--- src/rtl/pmc_pkg.sv ---
package pmc_pkg;

  // Field widths (Q12.12 coordinates, exact Q26.24 projection)
  localparam int unsigned COORD_W    = 24;
  localparam int unsigned NUM_COORDS = 4;
  localparam int unsigned LANE_W     = 2 * COORD_W;
  localparam int unsigned PROJ_W     = 50;
  localparam int unsigned SPLIT_W    = 25;
  localparam int unsigned PROD_W     = PROJ_W + COORD_W;
  localparam int unsigned DIM_W      = 3;
  localparam int unsigned CFG_IDX_W  = 3;
  localparam int unsigned CFG_DATA_W = COORD_W;

  localparam logic [DIM_W-1:0] DIM_RESET = 3'd3;

  // Configuration register indexes
  typedef enum logic [CFG_IDX_W-1:0] {
    CFG_DIM_COUNT = 3'd0,
    CFG_RATIONAL  = 3'd1,
    CFG_DIR_0     = 3'd2,
    CFG_DIR_1     = 3'd3,
    CFG_DIR_2     = 3'd4,
    CFG_DIR_3     = 3'd5
  } pmc_cfg_idx_e;

  // Verdict codes
  typedef enum logic [1:0] {
    CAUSE_NONE     = 2'd0,
    CAUSE_DECREASE = 2'd1,
    CAUSE_WEIGHT   = 2'd2
  } pmc_cause_e;

  typedef struct packed {
    logic signed [COORD_W-1:0] coord_0;
    logic signed [COORD_W-1:0] coord_1;
    logic signed [COORD_W-1:0] coord_2;
    logic signed [COORD_W-1:0] coord_3;
    logic signed [COORD_W-1:0] weight;
    logic                      last_point;
  } pmc_in_t;

  typedef struct packed {
    logic       monotone;
    logic [1:0] fail_cause;
  } pmc_out_t;

  // One classified point handed from front to back
  typedef struct packed {
    logic signed [PROJ_W-1:0]  proj;
    logic signed [COORD_W-1:0] weight;
    logic                      rational;
    logic                      last_point;
  } pmc_item_t;

endpackage

--- src/rtl/pmc_fifo.sv ---
module pmc_fifo #(
  parameter int unsigned DEPTH = 4
) (
  input  logic                          clk_i,
  input  logic                          rst_ni,
  input  logic                          push_i,
  input  pmc_pkg::pmc_item_t            push_data_i,
  input  logic                          pop_i,
  output logic                          valid_o,
  output pmc_pkg::pmc_item_t            head_o,
  output logic [$clog2(DEPTH+1)-1:0]    count_o
);

  localparam int unsigned PTR_W = (DEPTH > 1) ? $clog2(DEPTH) : 1;
  localparam int unsigned CNT_W = $clog2(DEPTH+1);

  pmc_pkg::pmc_item_t mem_q [DEPTH];
  logic [PTR_W-1:0]   wr_ptr_q, wr_ptr_d;
  logic [PTR_W-1:0]   rd_ptr_q, rd_ptr_d;
  logic [CNT_W-1:0]   count_q, count_d;

  // Pointer wrap and occupancy
  always_comb begin
    wr_ptr_d = wr_ptr_q;
    rd_ptr_d = rd_ptr_q;
    count_d  = count_q;
    if (push_i) begin
      wr_ptr_d = (wr_ptr_q == PTR_W'(DEPTH-1)) ? '0 : wr_ptr_q + 1'b1;
    end
    if (pop_i) begin
      rd_ptr_d = (rd_ptr_q == PTR_W'(DEPTH-1)) ? '0 : rd_ptr_q + 1'b1;
    end
    if (push_i && !pop_i) begin
      count_d = count_q + 1'b1;
    end else if (!push_i && pop_i) begin
      count_d = count_q - 1'b1;
    end
  end

  always_ff @(posedge clk_i or negedge rst_ni) begin
    if (!rst_ni) begin
      wr_ptr_q <= '0;
      rd_ptr_q <= '0;
      count_q  <= '0;
    end else begin
      wr_ptr_q <= wr_ptr_d;
      rd_ptr_q <= rd_ptr_d;
      count_q  <= count_d;
    end
  end

  // Entry storage, no reset needed
  always_ff @(posedge clk_i) begin
    if (push_i) begin
      mem_q[wr_ptr_q] <= push_data_i;
    end
  end

  assign valid_o = (count_q != '0);
  assign head_o  = mem_q[rd_ptr_q];
  assign count_o = count_q;

  a_no_overflow: assert property (@(posedge clk_i) disable iff (!rst_ni)
    push_i |-> (count_q < CNT_W'(DEPTH)))
    else $error("fifo push while full");

  a_no_underflow: assert property (@(posedge clk_i) disable iff (!rst_ni)
    pop_i |-> (count_q != '0))
    else $error("fifo pop while empty");

endmodule

--- config.mk ---
export PLATFORM = sky130hd
export DESIGN_NAME = pmc_fifo
export DESIGN_NICKNAME = d
export VERILOG_FILES = /design/src/rtl/pmc_pkg.sv /design/src/rtl/pmc_fifo.sv
export SDC_FILE = /design/constraint.sdc
export NUM_CORES = 1
export LEC_CHECK = 0
export ABC_AREA = 1
export BUFFER_PORTS_ARGS = -buffer_cell sky130_fd_sc_hd__buf_2
export CELL_PAD_IN_SITES_DETAIL_PLACEMENT = 0
export CELL_PAD_IN_SITES_GLOBAL_PLACEMENT = 1
export CORE_ASPECT_RATIO = 0.75
export CORE_UTILIZATION = 50
export DETAILED_ROUTE_END_ITERATION = 12
export PLACE_DENSITY_LB_ADDON = 0.1
export SYNTH_ARGS = -nofsm -noshare
export SYNTH_HDL_FRONTEND = slang
export SYNTH_SLANG_ARGS = --single-unit
--- constraint.sdc ---
create_clock -name clk_i -period 3.95 [get_ports clk_i]
set_clock_uncertainty 0.15 [all_clocks]
set_input_delay 0.395 -clock clk_i [delete_from_list [all_inputs] [get_ports clk_i]]
set_output_delay 0.395 -clock clk_i [all_outputs]
set_load 0.05 [all_outputs]
# Word-level counts from Yosys, hierarchy flattened
# Memory sizes are Yosys's and may differ from the RTL's.
# Index checks and enable logic that the tools add are counted.
# op_classes
n_reduce_logical,6
eq_ne,2
mux,6
n_addsub,4
# ops
op,n
two-way mux 3 bit,2
"adder 2 x 1 -> 2 bit, second input constant",2
"equality test 2 bit, second input constant",2
two-way mux 2 bit,2
"adder 3 x 1 -> 3 bit, second input constant",1
nonzero test 3 bit,1
"subtractor 3 x 1 -> 3 bit, second input constant",1
logical AND 1 bit,2
logical NOT 1 bit,2
two-way mux 1 bit,2
nonzero test 2 bit,1
# totals
mem_bits_rw,304
regBits,7
input_bits,80
wordCells,22
output_inout_bits,80
n_memories,1
# mem_list
memory,depth,word_bits,read_ports,rd_clocked_by_memory_dff,wr,line_no,rtl
mem_q,4,76,1,0,1,pmc_fifo.sv:17,pmc_pkg::pmc_item_t mem_q [DEPTH];

# Longest topological paths before layout
# logic_depth
ltp_word,4
ltp_mapped,9
ltp_nobuf,9

# Worst setup path before layout
# No wires, ideal clock.
# synth_timing
path_type,register to register
startpoint,reg wr_ptr_q[0]
endpoint,mem mem_q[2][0] in the netlist's numbering (enable)
required_time_ps,3370
t_arrival_ps,2134
path_slack_ps,1237
stages_incl_launch_ff,5
cell_sequence,dfrtp_1 > inv_1 > ha_1 > nand2_1 > inv_1
# synth_lines
element,line_no,rtl
start: declaration,pmc_fifo.sv:18,"logic [PTR_W-1:0] wr_ptr_q, wr_ptr_d;"
start signal: assignment,pmc_fifo.sv:46,wr_ptr_q <= wr_ptr_d;
end: declaration,pmc_fifo.sv:17,
# Straight into the memory's write port.

==> flow_summary.json <==
{
  "grt_pass1_vias": 7070,
  "overflow": 0,
  "fp.dieArea_mm2": 0.02544,
  "fin_crit_sh": 0.8311,
  "drive_gt1_frac": 0.1809,
  "path_buf_inv": 2,
  "routabilityCongestion": 0.6883,
  "nets": 1257,
  "worstRegToRegCells": 4,
  "tritoncts": "yes",
  "slowest_stage": "inv_4",
  "slew_violations": 0,
  "p_leak_nw": 6.191,
  "cp.arrival_ps": 2740,
  "core_area_mm2": 0.02416,
  "io_buffers": 159,
  "crit_cells": 4,
  "first_pass_iters": 6,
  "cp-startpoint": "rd_ptr_q[1]",
  "reg2reg_to": "mem_q[3][28]",
  "postCtsHoldBufs": 79,
  "slew_headroom": 0.3567,
  "synth.distinct_cells": 20,
  "syn_area_mm2": 0.01240,
  "synth_largest_area_cell": "edfxtp_1",
  "cap_violations": 0,
  "tns_ps": 0,
  "fp-row-count": 49,
  "ctsResizeCount": 0,
  "post_drt_wl_per_cell_um": 15.37,
  "tightest_slew_ps": 965.0,
  "synth_top_cells_by_area": "edfxtp_1 74%, o211ai_1 9.2%, nand2_1 7.4%",
  "grt_usage": 0.1902,
  "htreeDepth": 1,
  "place_ws_ps": 1179,
  "grt_pass1_wl_um": 37730,
  "clock.fmax_mhz": 304.6,
  "endpoint": "head_o[13]",
  "ys_warn_count": 0,
  "setup_viol": 0,
  "critPathMaxFanout": 77,
  "crit_path_end_kind": "output port",
  "finalCriticalPeriod_ps": 3283,
  "routed-via-count": 7366,
  "seq_area_frac_synth": 0.7503,
  "clk_path_buf_depth": 3,
  "crit_path_max_incr_delay_ps": 840,
  "start_kind": "flip-flop",
  "setup_ws_ps": 667.1,
  "die_h_um": 138.4,
  "crit_path_cell_trace": "inv_4 > o211ai_1 > nand2_1 > buf_2",
  "die_w_um": 183.8,
  "drcViolationCount": 0,
  "drt_iter0_markers": 395,
  "ios": 160,
  "insertion_delay_ps": 540,
  "start_util": 0.5134,
  "crit_family": "buffers and inverters",
  "antenna_found_initial": 0,
  "hold_viol": 0,
  "hp-class": "input port to async pin",
  "crit_required_ps": 3400,
  "ant_nets": 0,
  "synth_nets": 1026,
  "n_fill_cell": 1896,
  "avgSynthCellArea_um2": 13.21,
  "clock_sinks": 311,
  "clk_pin_slew_worst_paths_ps": 60,
  "multi_input_area_mm2": 0.002203,
  "critPathKind": "flip-flop to output port",
  "synth_seq_cells": 311,
  "status": "finished clean",
  "avgViaCountPerCell": 4.827,
  "post_cts_buffers": 0,
  "clock-root-buffer": "clkbuf_16",
  "cts_buffers": 30,
  "syn2layout_area_growth_pct": 22.86,
  "grt_max_degree": 139,
  "final_common_cell": "edfxtp_1",
  "seqCellArea_mm2": 0.009305,
  "synthCells": 939,
  "wirelength_um": 23450,
  "ir_drop_uv": 573.6,
  "rsz0062_at_grt": "no",
  "synth.top_cell.area_share": 0.7362,
  "dpl.hpwl_um": 13010,
  "p_per_area_mw_per_mm2": 784.6,
  "r2r_start": "wr_ptr_q[0]",
  "most-common-layout-cells": "304 x edfxtp_1, 244 x nand2_1, 159 x inv_1, 159 x buf_2, 152 x o211ai_1",
  "r2r_slack_ps": 1680
}
worst register-to-register path, cell delays in order (launching register included):
cell and delay (ps):
dfrtp_1 410, ha_1 180, nand2_1 70, clkinv_2 230, buf_4 810
state kept, by name, summed over array words and instances (netlist names):
name,count
wr_ptr_q,2
rd_ptr_q,2
mem_q,304
count_o,3
how the worst min path moves through the flow:
| stage | start | endpoint | slack [ps] |
|---|---|---|---|
| 3_5_place_dp | rst_ni | count_o[1] | 100 |
| 6_report | rst_ni | rd_ptr_q[0] | 100 |
| 5_1_grt | rst_ni | rd_ptr_q[1] | 90 |
| 4_1_cts | rst_ni | rd_ptr_q[0] | 40 |
| 3_3_place_gp | rst_ni | count_o[0] | 100 |
| 2_1_floorplan | rst_ni | count_o[0] | -50 |
Yosys cell counts (all sizes together):
master	instances
ha	6
nand3	1
xnor2	1
dfrtp	7
buf	47
o211ai	152
o21ai	4
nor2	3
clkbuf	3
nand2	244
nand4	1
fa	1
inv	165
edfxtp	304
metrics by stage:
stage | utilization | power, mW | hold slack, ps | instance area (um2) | std cells
after floorplan | - | 8.164 | -50.59 | 12400 | 939
after global placement | 0.5583 | 9.233 | 96.18 | 13490 | 1390
after detailed placement | 0.5583 | 9.267 | 96.78 | 13490 | 1390
after CTS | 0.6306 | 12.09 | 42.67 | 15230 | 1525
after global routing | 0.6306 | 12.57 | 88.16 | 15230 | 1525
final | 0.6307 | 11.95 | 96.84 | 15240 | 1526
metal layers:
metal | up-vias | global-route usage | routed length, um | part of all wire
li1 | 3749 | - | - | -
met1 | 3417 | 0.2598 | 10590 | 0.45
met2 | 165 | 0.3148 | 11080 | 0.47
met3 | 35 | 0.04189 | 1365 | 0.058
met4 | 0 | 0.03947 | 418 | 0.018
met5 | - | 0 | 0 | 0
cells by family after synthesis:
family	after synthesis	synth area share
buf+inv	215	0.07204
simple gates	249	0.07567
compound gates	156	0.09363
flops	311	0.7503
fa+ha+maj	7	0.007668
xor+xnor	1	0.0007064
final cells by class:
| type | count | share of cell area |
|---|---|---|
| diodes | 1 | 0.0001642 |
| well taps | 331 | 0.02718 |
| flip-flops and latches | 311 | 0.6107 |
| repair buffers | 249 | 0.1128 |
| inverters | 165 | 0.04164 |
| clock inverters | 16 | 0.009690 |
| multi-input cells | 413 | 0.1446 |
| clock buffers | 40 | 0.05313 |
power breakdown:
part           internal [mW]  switching (mW)
clock                   1.63            1.13
combinational           1.08            3.70
sequential              4.23           0.189
Power figures use the tool's default switching activity.
